$ cat config.mk
export PLATFORM = sky130hd
export DESIGN_NAME = arpm_queue
export DESIGN_NICKNAME = d
export VERILOG_FILES = /design/src/sv/arpm_pkg.sv /design/src/sv/arpm_queue.sv
export SDC_FILE = /design/constraint.sdc
export NUM_CORES = 1
export LEC_CHECK = 0
export CORE_AREA = 2 2 104 106
export DETAILED_ROUTE_END_ITERATION = 10
export DIE_AREA = 0 0 106 108
export DONT_BUFFER_PORTS = 1
export GPL_ROUTABILITY_DRIVEN = 0
export GPL_TIMING_DRIVEN = 0
export PLACE_DENSITY = 0.65
export SYNTH_ARGS = -nofsm -noshare
export SYNTH_HDL_FRONTEND = slang
export SYNTH_SLANG_ARGS = --single-unit
export TNS_END_PERCENT = 100
$ cat constraint.sdc
create_clock -name i_clk -period 5 [get_ports i_clk]
set_input_delay 0 -clock i_clk [delete_from_list [all_inputs] [get_ports i_clk]]
set_output_delay 0 -clock i_clk [all_outputs]
set_load 0.005 [all_outputs]
$ cat src/sv/arpm_pkg.sv
package arpm_pkg;

    // Input sample width and period length range
    localparam int SAMPLE_BITS       = 24;
    localparam int MAX_PERIOD_GROUPS = 4096;

    // Datapath widths
    localparam int MAG_W       = 24;                       // Q1.23 magnitude, up to 2^23
    localparam int LEVEL_W     = 24;                       // Q1.23 output levels
    localparam int SQ_W        = 2 * MAG_W - 1;            // square, up to 2^46
    localparam int FILT_W      = 48;                       // mean-square filter state
    localparam int COEF_W      = 32;
    localparam int GROUPS_W    = 13;
    localparam int HOLD_W      = 16;
    localparam int FALL_W      = 16;
    localparam int GROUP_CNT_W = $clog2(MAX_PERIOD_GROUPS + 1);
    localparam int HALF_W      = FILT_W / 2;
    localparam int PROD_W      = HALF_W + COEF_W;
    localparam int SUM_W       = FILT_W + COEF_W;
    localparam int FAST_SHIFT  = COEF_W;                   // step = d * omega / 2^32
    localparam int SLOW_SHIFT  = COEF_W - 2;               // step = d * 4*omega / 2^32
    localparam int STEP_W      = SUM_W - SLOW_SHIFT;
    localparam int ROOT_IN_W   = FILT_W + 1;               // 2 * slow filter
    localparam int ROOT_OUT_W  = (ROOT_IN_W + 1) / 2;

    localparam logic [ROOT_IN_W-1:0] ROOT_START_BIT =
        ROOT_IN_W'(1) << (2 * (ROOT_OUT_W - 1));

    // Item queue between front and back
    localparam int QUEUE_DEPTH = 4;
    localparam int QPTR_W      = $clog2(QUEUE_DEPTH);
    localparam int QCNT_W      = $clog2(QUEUE_DEPTH + 1);

    // Configuration port
    localparam int CFG_IDX_W  = 4;
    localparam int CFG_DATA_W = 32;

    localparam logic [CFG_IDX_W-1:0] CFG_OMEGA  = CFG_IDX_W'(0);
    localparam logic [CFG_IDX_W-1:0] CFG_PERIOD = CFG_IDX_W'(1);
    localparam logic [CFG_IDX_W-1:0] CFG_HOLD   = CFG_IDX_W'(2);
    localparam logic [CFG_IDX_W-1:0] CFG_FALL   = CFG_IDX_W'(3);

    localparam logic [COEF_W-1:0]   OMEGA_RESET  = COEF_W'(870000);
    localparam logic [GROUPS_W-1:0] PERIOD_RESET = GROUPS_W'(64);
    localparam logic [HOLD_W-1:0]   HOLD_RESET   = HOLD_W'(375);
    localparam logic [FALL_W-1:0]   FALL_RESET   = FALL_W'(65000);

    // Request codes
    localparam logic REQ_SAMPLE = 1'b0;
    localparam logic REQ_READ   = 1'b1;

    typedef struct packed {
        logic                          req_type;
        logic signed [SAMPLE_BITS-1:0] sample;
    } t_in;

    typedef struct packed {
        logic [LEVEL_W-1:0] rms_level;
        logic [LEVEL_W-1:0] peak_level;
    } t_out;

    // Classified item as queued for the back end
    typedef struct packed {
        logic             req_type;
        logic [MAG_W-1:0] mag;
    } t_item;

    typedef struct packed {
        logic [COEF_W-1:0]   omega_coef;
        logic [GROUPS_W-1:0] period_groups;
        logic [HOLD_W-1:0]   hold_periods;
        logic [FALL_W-1:0]   fall_mult;
    } t_cfg;

endpackage

$ cat src/sv/arpm_queue.sv
module arpm_queue (
    input  logic            i_clk,
    input  logic            i_rst_n,
    input  logic            i_push,
    input  arpm_pkg::t_item i_item,
    output logic            o_full,
    output logic            o_valid,
    output arpm_pkg::t_item o_item,
    input  logic            i_pop
);

    arpm_pkg::t_item             r_mem [arpm_pkg::QUEUE_DEPTH];
    logic [arpm_pkg::QPTR_W-1:0] r_wr;
    logic [arpm_pkg::QPTR_W-1:0] r_rd;
    logic [arpm_pkg::QCNT_W-1:0] r_count;
    logic                        do_push;
    logic                        do_pop;

    assign o_full  = (r_count == arpm_pkg::QCNT_W'(arpm_pkg::QUEUE_DEPTH));
    assign o_valid = (r_count != '0);
    assign o_item  = r_mem[r_rd];
    assign do_push = i_push & ~o_full;
    assign do_pop  = i_pop & o_valid;

    function automatic logic [arpm_pkg::QPTR_W-1:0] ptr_inc(
        input logic [arpm_pkg::QPTR_W-1:0] p
    );
        return (p == arpm_pkg::QPTR_W'(arpm_pkg::QUEUE_DEPTH - 1)) ?
               '0 : p + arpm_pkg::QPTR_W'(1);
    endfunction

    always_ff @(posedge i_clk) begin
        if (!i_rst_n) begin
            r_wr    <= '0;
            r_rd    <= '0;
            r_count <= '0;
        end else begin
            if (do_push) begin
                r_wr <= ptr_inc(r_wr);
            end
            if (do_pop) begin
                r_rd <= ptr_inc(r_rd);
            end
            if (do_push && !do_pop) begin
                r_count <= r_count + arpm_pkg::QCNT_W'(1);
            end else if (do_pop && !do_push) begin
                r_count <= r_count - arpm_pkg::QCNT_W'(1);
            end
        end
    end

    always_ff @(posedge i_clk) begin
        if (do_push) begin
            r_mem[r_wr] <= i_item;
        end
    end

endmodule

==> qor.yml, run 1 <==
diodes: 0
rsz0062_at_grt: "no"
endpoint_kind: "flip-flop"
fmax_mhz: 435
crit_fanout: 5
synth_top_area_share: 0.727
r2r-end: "r_count[2]"
core_um2: 10200
cp-start-kind: "flip-flop"
synth_flop_cell: "edfxtp_1"
worst-path-buf-inv: 1
cts_tree: "built"
hold_viol_final: 0
crit_end: "r_count[2]"
setup_violations: 0
vdd_drop_max_mv: 0.163
drive_gt1_frac: 0.200
place_ws_ns: 2.62
synth_edf_count: 100
cap_violations: 0
multi_input_area_um2: 867
clk_latency_ns: 0.36
status: "complete, no violations"
die_x_um: 106
clock-sinks: 109
synthesis.area_um2: 4130
ys_ff_latch: 109
grt_max_degree: 26
synth_common_cells: "edfxtp_1 (100), mux4_2 (20), dfxtp_1 (9)"
grt_pass1_vias: 1973
hold_start: "i_rst_n"
arrival_ns: 2.59
synthCells: 182
die_area_um2: 11400
drc: 0
yosys.area.top_type: "edfxtp_1"
critPathMaxStageDelay_ns: 0.50
viasPerCell: 5.01
drtPass1Iterations: 4
r2r_start: "r_count[0]"
regArea_um2: 3180
postRouteAntennaNets: 0
post_cts_resized: 0
criticalPathCategory: "flip-flop to flip-flop"
nNetsFinal: 257
crit_required_ns: 5.29
cts_made_buffers: 9
synth-seq-area-share: 0.770
routed_wl_mm: 6.67
synthTopCellsByArea: "edfxtp_1 (73%), mux4_2 (11%), dfxtp_1 (4.4%), mux4_1 (3.2%), ha_1 (1.8%)"
p_leak_nw: 1.53
io_pins: 56
synth_area_per_cell_um2: 22.7
finalSetupTns_ns: 0
chipHeight_um: 108
synth_nets: 218
synth_cell_types: 25
grt_overflow: 0
start_util: 0.404
slew_headroom: 0.127
cp.depth: 7
antenna_found_initial: 0
tightestPinTransition_ns: 1.31
track_usage: 0.128
period_share: 0.460
p_per_area_nw_per_um2: 438
htree_num_levels: 3
ys_warn_count: 0
fillers: 843
cp_top_family: "compound AO/OA/AOI/OAI gates"
crit_slowest_cell: "o31ai_1"
rows: 37
async_flop_share: 0
clkTransAtPathRegs_ns: 0.10
grt_pass1_wl_mm: 10.7
wl_per_cell_um: 18.5
hold_path_class: "input pin to flip-flop"
critPathLaunch: "r_count[0]"
fin_crit_ns: 2.30
yosysMostFrequentCell: "edfxtp_1"
finalWorstSetupSlack_ns: 2.70
syn_to_final_growth_pct: 15.2
drt_iter0_markers: 62
clk_path_buf_depth: 2
clock-skew-final_ns: 0.0119
port_buffers: 0
hpwl_mm: 4.07
drv_slew: 0
ff2ff_setup_slack_ns: 2.70
cp_cell_sequence: "o31ai_1, ha_1, inv_1, fa_1, xor2_1, or3_1, a21boi_0"
cts_root_buffer: "clkbuf_8"
r2r_cells: 7
num_vias: 1808
-- cells by family (layout without fill, tap and decap cells) --
kind of cell | after synthesis | in the layout | share of synthesized area
DFF | 109 | 109 | 0.770
muxes | 28 | 28 | 0.148
and+or+nand+nor | 20 | 20 | 0.0263
buffers and inverters | 11 | 54 | 0.0209
adders and majority gates | 7 | 7 | 0.0230
AOI/OAI and AO/OA | 5 | 5 | 0.00727
xor gates and xnor gates | 2 | 2 | 0.00424
-- metrics by stage --
stage          power (W)  cells  area, um2  hold WS (ns)   util
6_report         0.00209    361       4760        0.0235  0.465
5_1_grt          0.00220    361       4760        0.0562  0.465
4_1_cts          0.00213    361       4760        0.0192  0.465
3_5_place_dp     0.00163    318       4300        0.0990  0.421
3_3_place_gp     0.00161    318       4300        0.0990  0.421
2_1_floorplan    0.00152    182       4130        0.0989      -
-- cell usage in the layout, fill, tap and decap left out, types with 3 or more instances in the layout --
master,count
edfxtp_1,100
dlygate4sd3_1,28
mux4_2,20
dfxtp_1,9
clkbuf_8,9
nand2_1,6
ha_1,6
mux4_1,5
clkinv_4,4
buf_2,3
and2_2,3
inv_1,3
mux2i_1,3
o21ai_0,3
-- how the worst min path moves through the flow --
| stage | end | slack (ns) | cells after the start |
|---|---|---|---|
| after floorplan | r_mem[0][0] | 0.1 | 0 |
| after global placement | r_mem[0][15] | 0.1 | 0 |
| after detailed placement | r_mem[2][8] | 0.1 | 0 |
| after CTS | r_wr[0] | 0.02 | 3 |
| after global routing | r_wr[0] | 0.06 | 3 |
| final | r_wr[0] | 0.02 | 3 |
-- worst register-to-register path: stages (launching register included) --
cell and delay (ns):
dfxtp_1 0.38, o31ai_1 0.50, ha_1 0.28, inv_1 0.06
fa_1 0.38, xor2_1 0.16, or3_1 0.30, a21boi_0 0.16
-- layer usage --
layer | global-route usage | part of all wire | vias to the layer above | wire [um]
li1 | - | - | 816 | -
met1 | 0.163 | 0.44 | 940 | 2900
met2 | 0.211 | 0.50 | 43 | 3350
met3 | 0.0313 | 0.047 | 9 | 313
met4 | 0.0536 | 0.016 | 0 | 106
met5 | 0 | 0 | - | 0
-- power breakdown --
part	leakage [nW]	internal, W	switching [W]
registers	0.990	0.00111	0.0000368
logic	0.455	0.000234	0.000227
clock network	0.0888	0.000184	0.000291
total	1.53	0.00153	0.000555
-- what timing repair did --
action | CTS | global route
setup buffers | 0 | 0
hold buffers | 28 | 0
hold endpoints to repair | 104 | 0
-- registers in the layout, indices dropped and copies added, names as in the netlist, named ones only --
signal,flops
r_rd,2
r_mem,100
r_wr,2
r_count,3
-- cell type report --
cell class              count  area share
flip-flops and latches    109       0.669
multi-input cells          62       0.182
repair buffers             28      0.0589
well taps                 136      0.0357
clock buffers               9      0.0260
plain buffers               8      0.0158
clock inverters             6      0.0105
inverters                   3     0.00237
(Power assumes the default switching activity.)
==> inputs of run 2 (changes only) <==
--- a/config.mk
+++ b/config.mk
@@ -11,7 +11,7 @@
 export DONT_BUFFER_PORTS = 1
 export GPL_ROUTABILITY_DRIVEN = 0
 export GPL_TIMING_DRIVEN = 0
-export PLACE_DENSITY = 0.65
+export PLACE_DENSITY = 0.67
 export SYNTH_ARGS = -nofsm -noshare
 export SYNTH_HDL_FRONTEND = slang
 export SYNTH_SLANG_ARGS = --single-unit
==> constraint.sdc (replaced) <==
create_clock -name i_clk -period 2 [get_ports i_clk]
set_input_delay 0 -clock i_clk [delete_from_list [all_inputs] [get_ports i_clk]]
set_output_delay 0 -clock i_clk [all_outputs]
set_load 0.005 [all_outputs]
==> qor.yml, run 2 (synthesized netlist as in run 1, its figures left out) <==
viasPerCell: 4.89
antenna_found_initial: 0
drive_gt1_frac: 0.238
final_cell_mix: "edfxtp_1 (100), dlygate4sd3_1 (28), mux4_2 (20)"
slew_headroom: 0.535
rows: 37
cp-start-kind: "flip-flop"
num_vias: 1774
grt_pass1_vias: 1982
tightestPinTransition_ns: 0.698
diodes: 0
place_ws_ns: -0.372
grtUsageMet2: 0.200
io_pins: 56
postRouteAntennaNets: 0
wl_per_cell_um: 18.0
grt.busiest_layer: "met2"
clkPwrFrac: 0.255
netSwitchingFraction: 0.252
track_usage: 0.123
p_per_area_nw_per_um2: 1130
clock-sinks: 109
status: "complete, no violations"
largestRegisters: "r_mem x100, r_count x3"
grt_overflow: 0
finalWorstSetupSlack_ns: 0.0554
cap_violations: 0
syn_to_final_growth_pct: 17.4
grtUsageMet3: 0.0368
grt_max_degree: 26
fmax_mhz: 514
p_total_w: 0.00550
final_common_cell: "edfxtp_1"
p_leak_nw: 1.57
vdd_drop_max_mv: 0.473
drv_slew: 0
clk_path_buf_depth: 2
htree_num_levels: 3
clock-skew-final_ns: 0.00924
core_um2: 10200
cts_made_buffers: 9
seqPwrFrac: 0.524
start_util: 0.404
clkTransAtPathRegs_ns: 0.09
hpwl_mm: 3.91
clk_latency_ns: 0.36
p_int_w: 0.00412
die_area_um2: 11400
grt_pass1_wl_mm: 10.3
cts_root_buffer: "clkbuf_8"
largest_reg_flops: 100
ff2ff_setup_slack_ns: 0.06
top_register: "r_mem"
endpoint_kind: "flip-flop"
met1_usage: 0.154
hold_path_class: "input pin to flip-flop"
crit_required_ns: 2.28
drt_iter0_markers: 65
fin_crit_ns: 1.94
drc: 0
routed_wl_mm: 6.52
cts_tree: "built"
die_x_um: 106
rsz0062_at_grt: "yes"
drtPass1Iterations: 4
arrival_ns: 2.22
criticalPathCategory: "flip-flop to flip-flop"
hold_viol_final: 0
switchingPower_w: 0.00139
chipHeight_um: 108
power_frac_comb: 0.221
period_share: 0.972
crit_fanout: 5
setup_violations: 0
port_buffers: 0
nNetsFinal: 259
-- run 2: cell types whose count changed in the layout (fill, tap and decap cells not counted), moves of 2 or more --
cell | previous run | this run
clkinv_4 | 4 | 0
buf_4 | 0 | 3
dfxtp_1 | 9 | 6
bufinv_16 | 0 | 2
dfxtp_2 | 0 | 2
inv_6 | 0 | 2
-- run 2: power groups by stage --
stage	logic, W	clock network, W	registers [W]
after floorplan	0.000903	0	0.00290
after global placement	0.00112	0	0.00292
after global routing	0.00134	0.00152	0.00291
after CTS	0.00124	0.00144	0.00289
final	0.00122	0.00141	0.00288
after detailed placement	0.00113	0	0.00294
-- run 2: worst max-delay path, stage by stage (launching register included) --
cell	delay, ns
dfxtp_4	0.37
nor3b_2	0.17
nor2b_1	0.11
buf_4	0.13
ha_4	0.13
inv_1	0.05
fa_2	0.33
xor2_1	0.15
or3_1	0.30
a21boi_1	0.15
-- run 2: final timing paths --
check,startpoint,end,depth (start not counted)
max,r_count[2],r_count[2],9
min,i_rst_n,r_wr[1],3
max reg2reg,r_count[2],r_count[2],9
min reg2reg,r_wr[1],r_wr[1],2
-- run 2: metal layers --
metal,wire length [um],vias up
met2,3300,40
met3,335,10
met4,119,0
li1,-,821
met5,0,-
met1,2760,903
-- run 2: area by class of cell --
class	instances	area (um2)
Clock buffer	9	124
Clock inverter	6	86.3
Buffer	8	77.6
Tap cell	136	170
Sequential cell	109	3190
Inverter	3	11.3
Fill cell	865	5380
Multi-Input combinational cell	62	898
Timing Repair Buffer	30	295
-- run 2: what timing repair did --
action / in CTS / in global routing
setup buffers: 2 / 0
endpoints found under the setup margin: 101 / 3
resized for setup: 12 / 2
pin swaps: 3 / 1
endpoints found under the hold margin: 104 / 0
hold buffers: 28 / 0
-- run 2: per-stage QoR --
step | cells | area (um2) | hold slack [ns] | util | setup TNS [ns]
2_1_floorplan | 182 | 4140 | 0.0989 | - | 0
3_3_place_gp | 318 | 4310 | 0.0990 | 0.421 | -35.45
3_5_place_dp | 318 | 4310 | 0.0990 | 0.421 | -33.54
4_1_cts | 363 | 4840 | 0.0305 | 0.473 | 0
5_1_grt | 363 | 4850 | 0.0958 | 0.474 | -0.0226
6_report | 363 | 4850 | 0.0465 | 0.474 | 0
==> inputs of run 3 (changes only) <==
--- a/config.mk
+++ b/config.mk
@@ -5,13 +5,13 @@
 export SDC_FILE = /design/constraint.sdc
 export NUM_CORES = 1
 export LEC_CHECK = 0
-export CORE_AREA = 2 2 104 106
+export CORE_AREA = 2 2 93 118
 export DETAILED_ROUTE_END_ITERATION = 10
-export DIE_AREA = 0 0 106 108
+export DIE_AREA = 0 0 95 120
 export DONT_BUFFER_PORTS = 1
 export GPL_ROUTABILITY_DRIVEN = 0
 export GPL_TIMING_DRIVEN = 0
-export PLACE_DENSITY = 0.67
+export PLACE_DENSITY = 0.68
 export SYNTH_ARGS = -nofsm -noshare
 export SYNTH_HDL_FRONTEND = slang
 export SYNTH_SLANG_ARGS = --single-unit
==> qor.yml, run 3 (synthesized netlist as in run 1, its figures left out) <==
diodes: 0
largestRegisters: "r_mem x100, r_count x3"
fin_cells: 361
chipHeight_um: 120
slew_headroom: 0.535
hold_viol_final: 0
arrival_ns: 2.24
syn_to_final_growth_pct: 21.4
placed_area_um2: 4330
grt_pass1_vias: 1992
rows: 42
drtPass1Iterations: 4
crit_fanout: 5
track_usage: 0.131
fin_crit_ns: 1.98
drive_gt1_frac: 0.245
p_leak_nw: 1.64
cp_cell_sequence: "nor3b_4, nor2b_1, buf_4, ha_4, inv_2, fa_2, xor2_1, or3_1, a21boi_1"
nNetsFinal: 260
hold_path_class: "input pin to flip-flop"
final_common_cell: "edfxtp_1"
core_um2: 10400
worst-path-buf-inv: 2
post-route-util: 0.485
grt_max_degree: 26
status: "complete, no violations"
num_vias: 1874
ff2ff_setup_slack_ns: 0.02
setup_violations: 0
hold_start: "i_rst_n"
p_per_area_nw_per_um2: 1220
period_share: 0.991
port_buffers: 0
htree_num_levels: 3
finalSetupTns_ns: 0
clk_latency_ns: 0.34
grt_overflow: 0
crit_slowest_cell: "dfxtp_4"
tightestPinTransition_ns: 0.698
start_util: 0.399
clkTransAtPathRegs_ns: 0.07
crit_required_ns: 2.26
die_area_um2: 11400
viasPerCell: 5.19
dpl.cell_count: 315
cp-start-kind: "flip-flop"
criticalPathCategory: "flip-flop to flip-flop"
endpoint_kind: "flip-flop"
die_x_um: 95
cts_tree: "built"
final_cell_mix: "edfxtp_1 (100), dlygate4sd3_1 (28), mux4_2 (20)"
clock-skew-final_ns: 0.00532
fillers: 845
vdd_drop_max_mv: 0.538
largest_reg_flops: 100
grt_pass1_wl_mm: 10.8
critPathMaxStageDelay_ns: 0.37
fmax_mhz: 505
drv_slew: 0
wl_per_cell_um: 19.0
stdcell_area_um2: 5020
routed_wl_mm: 6.84
top_register: "r_mem"
cts_root_buffer: "clkbuf_16"
postRouteAntennaNets: 0
r2r_start: "r_count[2]"
rsz0062_at_grt: "yes"
cp_top_family: "simple AND/OR/NAND/NOR gates"
clk_path_buf_depth: 2
io_pins: 56
drc: 0
antenna_found_initial: 0
clock-sinks: 109
cts_made_buffers: 9
cap_violations: 0
hpwl_mm: 4.06
drt_iter0_markers: 77
critPathLaunch: "r_count[2]"
run 3: cell types whose count changed in the layout (fill, tap and decap cells not counted), moves of 2 or more:
cell and delta:
clkbuf_16 +9, dfxtp_4 +2, clkinv_4 +2, clkbuf_8 -9, dfxtp_2 -2, inv_6 -2
run 3: cell type report:
type	count	area (um2)	area share
sequential	109	3190	0.637
multi-input combinational	62	906	0.181
timing repair buffer	31	323	0.0643
clock buffer	10	229	0.0456
tap	132	165	0.0329
clock inverter	6	111	0.0222
buffer	8	77.6	0.0155
inverter	3	11.3	0.00224
run 3: worst register-to-register path, delay by kind of cell (launching register included):
kind            cells  cell delay, ns
compound gates      1            0.14
xor+xnor            1            0.15
fa+ha+maj           2            0.47
buf+inv             2            0.18
flops               1            0.37
simple gates        3            0.60
run 3: where the power goes:
part / switching [W] / internal, W
sequential: 0.000112 / 0.00279
combinational: 0.000595 / 0.000649
clock: 0.000745 / 0.00122
run 3: per-stage QoR:
| step | total power, W | setup WS, ns | hold slack [ns] |
|---|---|---|---|
| after floorplan | 0.00381 | 0.00875 | 0.0989 |
| after global placement | 0.00405 | -0.418 | 0.0990 |
| after detailed placement | 0.00409 | -0.373 | 0.0990 |
| after CTS | 0.00618 | 0.00763 | 0.0376 |
| after global routing | 0.00641 | -0.0904 | 0.0955 |
| final | 0.00612 | 0.0179 | 0.0864 |
run 3: path summary, 6_finish.rpt:
check,cells after the start,end
worst max register to register,9,r_count[2]
worst min-delay path,2,r_count[1]
worst max-delay path,9,r_count[2]
worst min register to register,2,r_wr[1]
run 3: timing repair:
action                                  in CTS  in global routing
buffers inserted                             1                  1
resized for setup                           11                  7
endpoints found under the hold margin      104                  0
pin swaps                                    1                  1
hold buffers                                28                  0
cloned                                       0                  0
endpoints found under the setup margin      65                 40
run 3: routing by layer:
metal,routed length (um),track usage,vias to the layer above
met5,0,0,-
met4,114,0.0516,0
met3,404,0.0421,10
met2,3570,0.220,44
met1,2750,0.154,986
li1,-,-,834
