### src/sv/arpm_pkg.sv
package arpm_pkg;

    // Input sample width and period length range
    localparam int SAMPLE_BITS       = 24;
    localparam int MAX_PERIOD_GROUPS = 4096;

    // Datapath widths
    localparam int MAG_W       = 24;                       // Q1.23 magnitude, up to 2^23
    localparam int LEVEL_W     = 24;                       // Q1.23 output levels
    localparam int SQ_W        = 2 * MAG_W - 1;            // square, up to 2^46
    localparam int FILT_W      = 48;                       // mean-square filter state
    localparam int COEF_W      = 32;
    localparam int GROUPS_W    = 13;
    localparam int HOLD_W      = 16;
    localparam int FALL_W      = 16;
    localparam int GROUP_CNT_W = $clog2(MAX_PERIOD_GROUPS + 1);
    localparam int HALF_W      = FILT_W / 2;
    localparam int PROD_W      = HALF_W + COEF_W;
    localparam int SUM_W       = FILT_W + COEF_W;
    localparam int FAST_SHIFT  = COEF_W;                   // step = d * omega / 2^32
    localparam int SLOW_SHIFT  = COEF_W - 2;               // step = d * 4*omega / 2^32
    localparam int STEP_W      = SUM_W - SLOW_SHIFT;
    localparam int ROOT_IN_W   = FILT_W + 1;               // 2 * slow filter
    localparam int ROOT_OUT_W  = (ROOT_IN_W + 1) / 2;

    localparam logic [ROOT_IN_W-1:0] ROOT_START_BIT =
        ROOT_IN_W'(1) << (2 * (ROOT_OUT_W - 1));

    // Item queue between front and back
    localparam int QUEUE_DEPTH = 4;
    localparam int QPTR_W      = $clog2(QUEUE_DEPTH);
    localparam int QCNT_W      = $clog2(QUEUE_DEPTH + 1);

    // Configuration port
    localparam int CFG_IDX_W  = 4;
    localparam int CFG_DATA_W = 32;

    localparam logic [CFG_IDX_W-1:0] CFG_OMEGA  = CFG_IDX_W'(0);
    localparam logic [CFG_IDX_W-1:0] CFG_PERIOD = CFG_IDX_W'(1);
    localparam logic [CFG_IDX_W-1:0] CFG_HOLD   = CFG_IDX_W'(2);
    localparam logic [CFG_IDX_W-1:0] CFG_FALL   = CFG_IDX_W'(3);

    localparam logic [COEF_W-1:0]   OMEGA_RESET  = COEF_W'(870000);
    localparam logic [GROUPS_W-1:0] PERIOD_RESET = GROUPS_W'(64);
    localparam logic [HOLD_W-1:0]   HOLD_RESET   = HOLD_W'(375);
    localparam logic [FALL_W-1:0]   FALL_RESET   = FALL_W'(65000);

    // Request codes
    localparam logic REQ_SAMPLE = 1'b0;
    localparam logic REQ_READ   = 1'b1;

    typedef struct packed {
        logic                          req_type;
        logic signed [SAMPLE_BITS-1:0] sample;
    } t_in;

    typedef struct packed {
        logic [LEVEL_W-1:0] rms_level;
        logic [LEVEL_W-1:0] peak_level;
    } t_out;

    // Classified item as queued for the back end
    typedef struct packed {
        logic             req_type;
        logic [MAG_W-1:0] mag;
    } t_item;

    typedef struct packed {
        logic [COEF_W-1:0]   omega_coef;
        logic [GROUPS_W-1:0] period_groups;
        logic [HOLD_W-1:0]   hold_periods;
        logic [FALL_W-1:0]   fall_mult;
    } t_cfg;

endpackage

### src/sv/arpm_front.sv
module arpm_front (
    input  logic            i_clk,
    input  logic            i_rst_n,
    input  logic            i_in_valid,
    output logic            o_in_stall,
    input  arpm_pkg::t_in   i_in_data,
    input  logic            i_q_full,
    output logic            o_push,
    output arpm_pkg::t_item o_item
);

    logic                             r_valid;
    arpm_pkg::t_item                  r_item;
    logic                             accept;
    logic [arpm_pkg::SAMPLE_BITS-1:0] raw;
    logic [arpm_pkg::SAMPLE_BITS-1:0] mag_raw;
    logic [arpm_pkg::MAG_W-1:0]       mag;

    assign o_in_stall = r_valid & i_q_full;
    assign o_push     = r_valid & ~i_q_full;
    assign accept     = i_in_valid & ~o_in_stall;
    assign o_item     = r_item;

    // Most negative code folds to 2^(N-1), which still fits unsigned
    assign raw     = i_in_data.sample;
    assign mag_raw = raw[arpm_pkg::SAMPLE_BITS-1] ?
                     (~raw + arpm_pkg::SAMPLE_BITS'(1)) : raw;

    if (arpm_pkg::SAMPLE_BITS >= arpm_pkg::MAG_W) begin : g_shr
        assign mag = mag_raw[arpm_pkg::SAMPLE_BITS-1 -: arpm_pkg::MAG_W];
    end else begin : g_shl
        assign mag = {mag_raw, {(arpm_pkg::MAG_W - arpm_pkg::SAMPLE_BITS){1'b0}}};
    end

    always_ff @(posedge i_clk) begin
        if (!i_rst_n) begin
            r_valid <= 1'b0;
        end else begin
            r_valid <= accept | (r_valid & i_q_full);
        end
    end

    always_ff @(posedge i_clk) begin
        if (accept) begin
            r_item.req_type <= i_in_data.req_type;
            r_item.mag      <= mag;
        end
    end

endmodule

### config.mk
export PLATFORM = sky130hd
export DESIGN_NAME = arpm_front
export DESIGN_NICKNAME = d
export VERILOG_FILES = /design/src/sv/arpm_pkg.sv /design/src/sv/arpm_front.sv
export SDC_FILE = /design/constraint.sdc
export NUM_CORES = 1
export LEC_CHECK = 0
export BUFFER_PORTS_ARGS = -buffer_cell sky130_fd_sc_hd__buf_2
export CAP_MARGIN = 20
export CORE_MARGIN = 2
export CORE_UTILIZATION = 30
export CTS_CLUSTER_SIZE = 20
export DETAILED_ROUTE_END_ITERATION = 7
export PLACE_DENSITY = 0.66
export SYNTH_ARGS = -nofsm -noshare
export SYNTH_HDL_FRONTEND = slang
export SYNTH_SLANG_ARGS = --single-unit
### constraint.sdc
create_clock -name i_clk -period 2.13 [get_ports i_clk]
set_input_delay 0.1065 -clock i_clk [delete_from_list [all_inputs] [get_ports i_clk]]
set_output_delay 0.1065 -clock i_clk [all_outputs]
set_load 0.05 [all_outputs]
==> tab_implementation.tex, run 1 <==
\begin{tabular}{lr}
\hline
Metric & Value \\
\hline
\multicolumn{2}{l}{\textbf{Worst setup path}} \\
\quad Largest delay contributor family on the critical path & simple AND/OR/NAND/NOR gates \\
\quad Setup crit end kind & flop \\
\quad Worst Path Max Fanout & 4 \\
\quad Longest individual stage delay on the worst path & between 0.3 and 0.4 ns \\
\quad Required arrival time at the worst endpoint & 2.14 ns \\
\quad Buffers plus inverters on the worst setup path & 2 \\
\quad CP max-delay cell & o41ai\_1 \\
\quad Kind of critical path & primary input to flop \\
\quad Crit path launch type & primary input \\
\quad Stages on worst setup path & 7 \\
\quad Cell breakdown of the critical path & buf\_2 > inv\_1 > ha\_1 > nor4b\_2 > nand4\_1 > o41ai\_1 > xnor2\_1 \\
\quad Arrival time at the worst endpoint & roughly 1.5 ns \\
\quad Path depth of the worst reg2reg path & 3 \\
\multicolumn{2}{l}{\textbf{Min path}} \\
\quad Path type of the worst min-delay path & primary input to flop \\
\quad Worst hold path cell count & 1 \\
\multicolumn{2}{l}{\textbf{STA}} \\
\quad Min setup slack post-route & $\sim$0.6 ns \\
\quad Clock Skews & roughly 0.0011 ns \\
\quad Number of slew-limit violations in the final report & 0 \\
\quad Max Clock Freq & about 0.65 GHz \\
\quad Setup repair after global routing missed its margin & false \\
\quad Aggregate negative setup slack & 0 ns \\
\quad Ratio of final minimum period to clock period & a little under three quarters \\
\quad Final setup violation count & 0 \\
\quad Post-layout min period & 1.53 ns \\
\quad Hold violation count in the final report & 0 \\
\quad Transition at the pin with the smallest max-transition slack & approximately 0.40 ns \\
\quad Remaining max-slew budget at the tightest pin & 73.1\% \\
\multicolumn{2}{l}{\textbf{Placement}} \\
\quad Gpl congestion & 0.781 \\
\quad Placement-stage worst setup slack & 0.288 ns \\
\quad IO Port Bufs & between 50 and 60 \\
\quad Estimated wirelength of the detail-placed design & roughly 2100 um \\
\multicolumn{2}{l}{\textbf{Logic synthesis}} \\
\quad Post-synthesis cell type with the largest combined area & edfxtp\_1 \\
\quad Proportion of synthesized flip-flops having asynchronous set or reset & 0\% \\
\quad Number of instances in the synthesized netlist & $\sim$100 \\
\quad Total nets after synthesis & about 130 \\
\quad Top cells by area, synth & edfxtp\_1, xnor2\_1, o31ai\_1 \\
\quad Commonest register cell after synthesis & edfxtp\_1 \\
\quad Synth cell count leaders & edfxtp\_1, xnor2\_1, nand2\_1, o31ai\_1 \\
\quad Fraction of synthesized cell area taken by the top area cell type & 56.9\% \\
\quad Number of synthesized flops with an enable pin & 25 \\
\quad Count of distinct cell types in the synthesized netlist & 28 \\
\quad Average size of a mapped cell & about 13 um2 \\
\quad Syn. warnings & 0 \\
\quad Post-synth design cell area & between 1000 and 1500 um2 \\
\quad Number of synthesized register bits & 26 \\
\quad Sequential-to-total area share from yosys stat & about three fifths \\
\quad Most frequently used cell type in the post-synthesis netlist & edfxtp\_1 \\
\multicolumn{2}{l}{\textbf{Layout}} \\
\quad Filler Cells Inserted & between 400 and 500 \\
\quad Fin nets & approximately 190 \\
\quad Footprint of the flip-flops and latches & a little under 800 um2 \\
\quad Layout cells sized above 1 & between 40\% and 50\% \\
\quad Area Growth Syn to Fin & 30.7\% \\
\quad Number of diodes added for antenna fixing & 0 \\
\quad Final core area utilization & between 40\% and 50\% \\
\quad Total area of multi-input combinational cells & 532 um2 \\
\multicolumn{2}{l}{\textbf{Clocking}} \\
\quad Hold-fix buffer count after cts & 0 \\
\quad Maximum root-to-sink buffer count & 2 \\
\quad Total clock buffers created by CTS & 3 \\
\quad Clock tree root driver cell & clkbuf\_8 \\
\quad TritonCTS clock tree & yes \\
\quad Num Clock Sinks & 26 \\
\quad Clock slew at reported path FFs & about 0.09 ns \\
\quad H-Tree Level Count & 1 \\
\quad Clock latency at the later pin of the worst-skew pair & 0.26 ns \\
\quad Post-CTS setup repair buffer count & 0 \\
\quad Number of instances resized during post-cts repair & 0 \\
\multicolumn{2}{l}{\textbf{Pwr}} \\
\quad Static leakage & around 0.65 nW \\
\quad Power per cell area & between 700 and 800 nW/um2 \\
\quad Maximum VDD drop & approximately 0.23 mV \\
\quad Pwr Total & about 1.2 mW \\
\multicolumn{2}{l}{\textbf{Floorplan}} \\
\quad Die Width & 70.3 um \\
\quad Initial core utilization & between 30 and 40\% \\
\quad Ports & 56 \\
\quad Placeable core region & 4290 um2 \\
\quad Vertical die dimension & 70.3 um \\
\quad DIE AREA & a little under 5000 um2 \\
\quad \# rows & 24 \\
\multicolumn{2}{l}{\textbf{GRT}} \\
\quad Number of global-route vias before repair & 967 \\
\quad Initial antenna violation count & 0 \\
\quad First-pass GRT wire length & 4380 um \\
\quad Aggregate global routing overflow & 0 \\
\quad All-Layer GR Usage & a little under an eighth \\
\quad Largest net degree at the start of global routing & 26 \\
\multicolumn{2}{l}{\textbf{Drt}} \\
\quad Via density per instance & between 4 and 5 \\
\quad Overall via count from detail\_route & between 1000 and 1500 \\
\quad DRT iter0 DRCs & 75 \\
\quad Detail Route Antenna Nets & 0 \\
\quad Detailed Routing Iterations Pass 1 & 4 \\
\quad Number of design rule violations left after detail routing & 0 \\
\quad Routed Wire Length & $\sim$2800 um \\
\quad Detail-routed net length per standard cell & 12.9 um \\
\multicolumn{2}{l}{\textbf{Flow run}} \\
\quad Max-cap check violation count & 0 \\
\multicolumn{2}{l}{\textbf{Run status}} \\
\quad Result of the run & finished, final reports clean \\
\hline
\end{tabular}
[cells in the final DEF (no fill, tap or decap)]
cell and instances:
nor4_4 1, inv_1 3, clkbuf_8 4, nor4_2 1, o21ai_2 1, buf_2 55, ha_1 1, edfxtp_1 25
nor4b_2 1, or3_1 1, nor2b_2 1, nand4b_1 1, o21a_1 1, o21ai_1 4, o31ai_2 1, buf_4 2
nand2_1 11, o31ai_1 6, and2_1 1, nand2b_1 2, nor2_1 4, nor4_1 1, or4_4 2, xnor2_1 21
dfxtp_1 1, nand4_1 1, o41ai_1 2, nor2b_1 1, o21ai_0 2, nand3_1 3, nor3_1 2
[sequential cells by signal, indices dropped and copies added (netlist names)]
signal,cells
o_item,25
r_valid,1
[routing by layer]
metal	share of wire (%)	vias to the layer above	GRT usage, %
li1	-	505	-
met2	47	32	18.3
met3	6.7	6	2.74
met1	44	464	13.5
met4	2.3	0	7.05
met5	0	-	0
[cell families after synthesis]
family	share of synthesized area (%)
compound gates	9.20
xor+xnor	13.9
fa+ha+maj	0.949
buf+inv	1.42
flops	58.4
simple gates	16.0
[stage by stage]
stage,cell area [um2],std cells,hold slack [ns]
global route,1720,215,0.00239
finish,1720,215,0.0120
global placement,1670,211,0.290
CTS,1720,215,0.00612
detailed placement,1670,211,0.288
floorplan,1320,104,0.205
[path summary, 6_finish.rpt]
check | start | endpoint | slack (ns)
hold reg to reg | r_valid | r_valid | 0.63
setup / recovery | i_in_data[0] | o_item[18] | 0.60
setup reg to reg | r_valid | o_item[1] | 0.92
hold / removal | i_in_data[24] | o_item[24] | 0.01
[cell type report]
cell class                      count  area share [%]
Timing Repair Buffer               57            16.8
Clock buffer                        4            3.19
Sequential cell                    26            44.7
Tap cell                           52            3.77
Inverter                            3           0.653
Multi-Input combinational cell     73            30.8
[power breakdown]
group | switching, mW | internal (mW)
logic | 0.227 | 0.0877
registers | 0.00836 | 0.612
clock network | 0.151 | 0.165
total | 0.386 | 0.864
(Power assumes the default switching activity.)
==> inputs of run 2 (changes only) <==
- PLACE_DENSITY: 0.66 -> 0.64
- clock period: 2.13 -> 1.5 ns (I/O delays scaled with it)
==> run 2 against run 1 <==
Against the previous run:
- non-clock buffer count rose by 24
- via count is 9.0% higher
- critical path depth shrank 3
- cell area grew 13%
- register-to-register slack got worse by 0.53 ns
- critical endpoint is now o_item[23]
- largest cell class unchanged
==> tab_implementation.tex, run 2 (synthesis gave the netlist of run 1 again) <==
\begin{tabular}{lr}
\hline
Metric & Value \\
\hline
\multicolumn{2}{l}{\textbf{Clocking}} \\
\quad Clock latency at the later pin of the worst-skew pair & 0.26 ns (about the same) \\
\quad Num Clock Sinks & 26 (unchanged) \\
\quad TritonCTS clock tree & yes (unchanged) \\
\quad Maximum root-to-sink buffer count & 2 (unchanged) \\
\quad Post-CTS setup repair buffer count & 0 (unchanged) \\
\quad Clock tree root driver cell & clkbuf\_8 (unchanged) \\
\quad Total clock buffers created by CTS & 3 (unchanged) \\
\quad H-Tree Level Count & 1 (unchanged) \\
\quad Clock slew at reported path FFs & 0.09 ns (about the same) \\
\multicolumn{2}{l}{\textbf{Worst setup path}} \\
\quad RR Startpoint & r\_valid (unchanged) \\
\quad Arrival time at the worst endpoint & 1.46 ns (was 1.54 ns) \\
\quad Reg2reg setup slack & 0.39 ns (was 0.92 ns) \\
\quad Worst Path Max Fanout & 3 (was 4) \\
\quad Crit path launch type & primary input (unchanged) \\
\quad Required arrival time at the worst endpoint & 1.56 ns (was 2.14 ns) \\
\quad Kind of critical path & primary input to flop (unchanged) \\
\quad Reg2Reg Capture Point & o\_item[20] (was o\_item[1]) \\
\quad Path depth of the worst reg2reg path & 3 (unchanged) \\
\quad Setup crit end kind & flop (unchanged) \\
\multicolumn{2}{l}{\textbf{Pwr}} \\
\quad Power per cell area & 936 nW/um2 (was 725 nW/um2) \\
\quad Pwr Total & 1.82 mW (was 1.25 mW) \\
\quad Maximum VDD drop & 0.344 mV (was 0.225 mV) \\
\quad Static leakage & 0.781 nW (was 0.654 nW) \\
\multicolumn{2}{l}{\textbf{Drt}} \\
\quad Detail-routed net length per standard cell & 12.4 um (was 12.9 um) \\
\quad Overall via count from detail\_route & 1098 (was 1007) \\
\quad Number of design rule violations left after detail routing & 0 (unchanged) \\
\quad DRT iter0 DRCs & 82 (was 75) \\
\quad Routed Wire Length & 2950 um (was 2770 um) \\
\quad Via density per instance & 4.59 (was 4.68) \\
\quad Detailed Routing Iterations Pass 1 & 5 (was 4) \\
\quad Detail Route Antenna Nets & 0 (unchanged) \\
\multicolumn{2}{l}{\textbf{Min path}} \\
\quad End point of the most critical hold path & r\_valid (was o\_item[24]) \\
\quad Launch instance of the worst min-delay path & i\_rst\_n (was i\_in\_data[24]) \\
\quad Path type of the worst min-delay path & primary input to flop (unchanged) \\
\quad Worst hold path cell count & 2 (was 1) \\
\multicolumn{2}{l}{\textbf{Floorplan}} \\
\quad Die Width & 70.3 um (unchanged) \\
\quad Vertical die dimension & 70.3 um (unchanged) \\
\quad DIE AREA & 4940 um2 (unchanged) \\
\quad \# rows & 24 (unchanged) \\
\quad Initial core utilization & 30.7\% (unchanged) \\
\quad Placeable core region & 4290 um2 (unchanged) \\
\quad Ports & 56 (unchanged) \\
\multicolumn{2}{l}{\textbf{Placement}} \\
\quad Instance area after placement & 1860 um2 (was 1670 um2) \\
\quad IO Port Bufs & 55 (unchanged) \\
\quad Estimated wirelength of the detail-placed design & 2360 um (was 2130 um) \\
\quad Gpl congestion & 0.820 (was 0.781) \\
\multicolumn{2}{l}{\textbf{Layout}} \\
\quad Area Growth Syn to Fin & 47.3\% (was 30.7\%) \\
\quad Fin nets & 218 (was 194) \\
\quad Max reg flops & 25 (unchanged) \\
\quad Number of diodes added for antenna fixing & 0 (unchanged) \\
\quad Most frequent cells in the layout & buf\_2, edfxtp\_1, buf\_4 (was buf\_2, edfxtp\_1, xnor2\_1) \\
\quad Layout cells sized above 1 & 51.3\% (was 42.3\%) \\
\quad Final core area utilization & 45.3\% (was 40.2\%) \\
\quad Post-route cell area & 1940 um2 (was 1720 um2) \\
\quad Most common cell after layout, fill and taps aside & buf\_2 (unchanged) \\
\multicolumn{2}{l}{\textbf{STA}} \\
\quad Ratio of final minimum period to clock period & 93.4\% \\
\quad Setup repair after global routing missed its margin & false (unchanged) \\
\quad Post-layout min period & roughly 1.4 ns \\
\quad Clock Skews & 0.00231 ns (was 0.00105 ns) \\
\quad Hold violation count in the final report & 0 (unchanged) \\
\quad Max Clock Freq & 0.714 GHz \\
\quad Final setup violation count & 0 (unchanged) \\
\quad Number of slew-limit violations in the final report & 0 (unchanged) \\
\quad Remaining max-slew budget at the tightest pin & 71.2\% (was 73.1\%) \\
\quad Post-route worst hold slack & 0.00996 ns (was 0.0120 ns) \\
\quad Aggregate negative setup slack & 0 ns (unchanged) \\
\quad Transition at the pin with the smallest max-transition slack & 0.426 ns (was 0.403 ns) \\
\multicolumn{2}{l}{\textbf{GRT}} \\
\quad Largest net degree at the start of global routing & 26 (unchanged) \\
\quad First-pass GRT wire length & 4800 um (was 4380 um) \\
\quad Initial antenna violation count & 0 (unchanged) \\
\quad Aggregate global routing overflow & 0 (unchanged) \\
\quad All-Layer GR Usage & 12.0\% (was 11.4\%) \\
\quad Number of global-route vias before repair & 1114 (was 967) \\
\multicolumn{2}{l}{\textbf{Run status}} \\
\quad Result of the run & finished, final reports clean (unchanged) \\
\multicolumn{2}{l}{\textbf{Flow run}} \\
\quad Max-cap check violation count & 0 (unchanged) \\
\hline
\end{tabular}
[run 2: changes by cell type in the layout (fill, tap and decap cells not counted)]
cell           delta
and2_2            +1
buf_12            +1
o41ai_2           +1
o31ai_1           -2
and2_1            -1
o31ai_2           +2
o41ai_1           -1
buf_4            +22
nor2b_4           +1
dlygate4sd3_1     +1
nor2b_2           -1
[run 2: area by class of cell]
cell class / instances / area [um2]
Clock buffer: 4 / 55.1
Fill cell: 407 / 2350
Inverter: 3 / 11.3
Multi-Input combinational cell: 73 / 556
Sequential cell: 26 / 771
Tap cell: 52 / 65.1
Timing Repair Buffer: 81 / 485
[run 2: what timing repair did]
action / 4_1_cts / 5_1_grt
hold buffers: 1 / 0
hold endpoints to repair: 1 / 0
resized for setup: 0 / 3
setup endpoints to repair: 0 / 2
[run 2: worst max-delay path, cell delays in order]
cell and delay, ns:
buf_2 0.10, or4_4 0.53, or4_4 0.44, nor4_1 0.30
[run 2: where the power goes]
part | switching [mW] | total [mW] | internal [mW] | leakage [nW]
combinational | 0.331 | 0.492 | 0.161 | 0.502
sequential | 0.0122 | 0.880 | 0.868 | 0.251
clock | 0.212 | 0.447 | 0.234 | 0.0288
[run 2: layer usage]
layer | up-vias | track usage, % | part of all wire, %
li1 | 550 | - | -
met4 | 0 | 3.85 | 0.95
met1 | 502 | 14.6 | 42
met2 | 44 | 21.1 | 49
met3 | 2 | 2.45 | 7.9
met5 | - | 0 | 0
[run 2: worst max-delay path by stage]
stage          depth (start not counted)     startpoint          to  slack (ns)
6_report                               4  i_in_data[17]  o_item[23]         0.1
5_1_grt                                8   i_in_data[1]  o_item[16]       0.006
4_1_cts                                7   i_in_data[1]  o_item[18]        0.08
3_5_place_dp                           7   i_in_data[1]  o_item[18]       -0.20
3_3_place_gp                           7   i_in_data[1]  o_item[18]       -0.13
2_1_floorplan                          4  i_in_data[17]  o_item[22]        0.02
[run 2: metrics by stage]
| step | instances | setup slack (ns) |
|---|---|---|
| 2_1_floorplan | 104 | 0.0184 |
| 3_3_place_gp | 234 | -0.135 |
| 3_5_place_dp | 234 | -0.196 |
| 4_1_cts | 239 | 0.0802 |
| 5_1_grt | 239 | 0.00638 |
| 6_report | 239 | 0.0989 |
==> inputs of run 3 (changes only) <==
- CORE_MARGIN: 2 -> not set
- MAX_ROUTING_LAYER: not set -> met4
==> run 3 against run 2 <==
Against the previous run:
- critical path type unchanged
- hold slack worse by 0.0018 ns
- global-route usage rose by 2.0 points
- total power grew 0.26%
- non-clock buffer count increased by 1
- largest power group unchanged
==> tab_implementation.tex, run 3 (synthesis gave the netlist of run 1 again) <==
\begin{tabular}{lr}
\hline
Metric & Value \\
\hline
\multicolumn{2}{l}{\textbf{Layout}} \\
\quad Fin nets & 219 (was 218) \\
\quad Most common cell after layout, fill and taps aside & buf\_2 (unchanged) \\
\quad Final instance count without filler cells & 238 (was 239) \\
\quad Final core area utilization & 47.0\% (was 45.3\%) \\
\quad Area Growth Syn to Fin & 46.8\% (was 47.3\%) \\
\quad Number of diodes added for antenna fixing & 0 (unchanged) \\
\quad Layout cells sized above 1 & 50.5\% (was 51.3\%) \\
\quad Post-route cell area & 1940 um2 (about the same) \\
\quad Max reg flops & 25 (unchanged) \\
\quad Most frequent cells in the layout & buf\_2, edfxtp\_1, buf\_4 (unchanged) \\
\multicolumn{2}{l}{\textbf{Min path}} \\
\quad Path type of the worst min-delay path & primary input to flop (unchanged) \\
\multicolumn{2}{l}{\textbf{Clocking}} \\
\quad TritonCTS clock tree & yes (unchanged) \\
\quad Post-CTS setup repair buffer count & 0 (unchanged) \\
\quad Num Clock Sinks & 26 (unchanged) \\
\quad Total clock buffers created by CTS & 3 (unchanged) \\
\quad Clock slew at reported path FFs & 0.09 ns (about the same) \\
\quad Maximum root-to-sink buffer count & 2 (unchanged) \\
\quad Clock latency at the later pin of the worst-skew pair & 0.27 ns (was 0.26 ns) \\
\quad Clock tree root driver cell & clkbuf\_8 (unchanged) \\
\quad H-Tree Level Count & 1 (unchanged) \\
\multicolumn{2}{l}{\textbf{Worst setup path}} \\
\quad Required arrival time at the worst endpoint & 1.52 ns (was 1.56 ns) \\
\quad Longest individual stage delay on the worst path & 0.37 ns (was 0.53 ns) \\
\quad Reg2Reg Capture Point & o\_item[2] (was o\_item[20]) \\
\quad CP max-delay cell & o41ai\_1 (was or4\_4) \\
\quad Stages on worst setup path & 7 (was 4) \\
\quad Path depth of the worst reg2reg path & 3 (unchanged) \\
\quad Critical path launch point & i\_in\_data[1] (was i\_in\_data[17]) \\
\quad Largest delay contributor family on the critical path & simple AND/OR/NAND/NOR gates (unchanged) \\
\quad Reg2reg setup slack & 0.38 ns (was 0.39 ns) \\
\quad Crit path capture & o\_item[18] (was o\_item[23]) \\
\quad RR Startpoint & r\_valid (unchanged) \\
\quad Arrival time at the worst endpoint & 1.44 ns (was 1.46 ns) \\
\quad Cell breakdown of the critical path & buf\_2 > inv\_1 > ha\_1 > nor4b\_2 > nand4\_1 > o41ai\_1 > xnor2\_1 (was buf\_2 > or4\_4 > or4\_4 > nor4\_1) \\
\quad Setup crit end kind & flop (unchanged) \\
\quad Crit path launch type & primary input (unchanged) \\
\quad Worst Path Max Fanout & 3 (unchanged) \\
\quad Buffers plus inverters on the worst setup path & 2 (was 1) \\
\quad Kind of critical path & primary input to flop (unchanged) \\
\multicolumn{2}{l}{\textbf{Drt}} \\
\quad Detailed Routing Iterations Pass 1 & 4 (was 5) \\
\quad DRT iter0 DRCs & 48 (was 82) \\
\quad Routed Wire Length & 3190 um (was 2950 um) \\
\quad Number of design rule violations left after detail routing & 0 (unchanged) \\
\quad Detail Route Antenna Nets & 0 (unchanged) \\
\quad Via density per instance & 4.66 (was 4.59) \\
\quad Overall via count from detail\_route & 1109 (was 1098) \\
\quad Detail-routed net length per standard cell & 13.4 um (was 12.4 um) \\
\multicolumn{2}{l}{\textbf{Flow run}} \\
\quad Max-cap check violation count & 0 (unchanged) \\
\multicolumn{2}{l}{\textbf{Placement}} \\
\quad IO Port Bufs & 55 (unchanged) \\
\quad Instance area after placement & 1870 um2 (was 1860 um2) \\
\quad Estimated wirelength of the detail-placed design & 2450 um (was 2360 um) \\
\quad Gpl congestion & 0.740 (was 0.820) \\
\quad Placed cell count & 233 (was 234) \\
\multicolumn{2}{l}{\textbf{Pwr}} \\
\quad Pwr Total & 1.82 mW (about the same) \\
\quad Relative contribution of sequential cells to total power & 48.3\% (was 48.4\%) \\
\quad Maximum VDD drop & 0.317 mV (was 0.344 mV) \\
\quad Static leakage & 0.783 nW (was 0.781 nW) \\
\quad Internal cell power & 1.26 mW (about the same) \\
\quad Net switching share of the total power & 30.7\% (was 30.5\%) \\
\quad Net load switching power & 0.560 mW (was 0.555 mW) \\
\quad Clock share of power & 24.6\% (was 24.5\%) \\
\quad Part of the power in combinational logic & 27.1\% (about the same) \\
\quad Power per cell area & 942 nW/um2 (was 936 nW/um2) \\
\multicolumn{2}{l}{\textbf{STA}} \\
\quad Setup repair after global routing missed its margin & false (unchanged) \\
\quad Post-layout min period & 1.43 ns (was 1.40 ns) \\
\quad Clock Skews & 0.00368 ns (was 0.00231 ns) \\
\quad Transition at the pin with the smallest max-transition slack & 0.440 ns (was 0.426 ns) \\
\quad Final setup violation count & 0 (unchanged) \\
\quad Max Clock Freq & 0.701 GHz (was 0.714 GHz) \\
\quad Aggregate negative setup slack & 0 ns (unchanged) \\
\quad Ratio of final minimum period to clock period & 95.2\% (was 93.4\%) \\
\quad Number of slew-limit violations in the final report & 0 (unchanged) \\
\quad Remaining max-slew budget at the tightest pin & 70.6\% (was 71.2\%) \\
\quad Hold violation count in the final report & 0 (unchanged) \\
\multicolumn{2}{l}{\textbf{GRT}} \\
\quad Largest net degree at the start of global routing & 26 (unchanged) \\
\quad Number of global-route vias before repair & 1049 (was 1114) \\
\quad Aggregate global routing overflow & 0 (unchanged) \\
\quad All-Layer GR Usage & 14.0\% (was 12.0\%) \\
\quad First-pass GRT wire length & 4570 um (was 4800 um) \\
\quad Initial antenna violation count & 0 (unchanged) \\
\multicolumn{2}{l}{\textbf{Floorplan}} \\
\quad DIE AREA & 4660 um2 (was 4940 um2) \\
\quad Die Width & 68.3 um (was 70.3 um) \\
\quad Placeable core region & 4120 um2 (was 4290 um2) \\
\quad Initial core utilization & 32.0\% (was 30.7\%) \\
\quad Ports & 56 (unchanged) \\
\quad \# rows & 23 (was 24) \\
\quad Vertical die dimension & 68.3 um (was 70.3 um) \\
\multicolumn{2}{l}{\textbf{Run status}} \\
\quad Result of the run & finished, final reports clean (unchanged) \\
\hline
\end{tabular}
==> run 3: cell types whose count changed in the layout (fill, tap and decap cells not counted) <==
cell and change:
o31ai_1 +1, o41ai_2 -1, o41ai_1 +1, o31ai_2 -1, buf_4 +1
==> run 3: worst register-to-register path, stage by stage, from the launching register on <==
cell and delay [ns]:
dfxtp_1 0.31, and2_2 0.19, nor2b_4 0.13, buf_12 0.19
==> run 3: power groups by stage <==
stage	Combinational, mW	Sequential (mW)	Clock (mW)
after floorplan	0.121	1.09	0
after global placement	0.483	0.897	0
after detailed placement	0.492	0.898	0
after CTS	0.496	0.882	0.459
after global routing	0.527	0.887	0.485
final	0.495	0.880	0.449
==> run 3: cell type report <==
class / instances / area (um2)
clock buffers: 4 / 55.1
fillers: 401 / 2180
inverters: 3 / 11.3
multi-input cells: 73 / 543
flip-flops and latches: 26 / 771
well taps: 50 / 62.6
repair buffers: 82 / 493
==> run 3: metrics by stage <==
step / hold WS [ns] / setup WS (ns)
after floorplan: 0.174 / 0.0184
after global placement: 0.255 / -0.114
after detailed placement: 0.256 / -0.256
after CTS: 0.0133 / 0.0489
after global routing: 0.0246 / 0.00782
final: 0.00816 / 0.0727
==> run 3: metal layers <==
metal | track usage, % | vias up | wire, um
li1 | - | 550 | -
met1 | 15.6 | 513 | 1340
met2 | 24.9 | 41 | 1630
met3 | 2.00 | 5 | 174
met4 | 5.73 | 0 | 51
met5 | - | - | 0
==> run 3: worst min-delay path by stage <==
| stage | start | endpoint | slack, ns | cells past startpoint |
|---|---|---|---|---|
| final | i_rst_n | r_valid | 0.008 | 2 |
| after detailed placement | i_in_data[24] | o_item[24] | 0.26 | 1 |
| after global routing | i_rst_n | r_valid | 0.02 | 2 |
| after CTS | i_rst_n | r_valid | 0.01 | 2 |
| after global placement | i_in_data[24] | o_item[24] | 0.25 | 1 |
| after floorplan | i_in_data[0] | o_item[0] | 0.17 | 0 |
==> run 3: timing repair <==
item	in CTS	in global routing
hold endpoints to repair	1	0
hold buffers	1	0
gates resized for setup	0	1
setup endpoints to repair	0	1
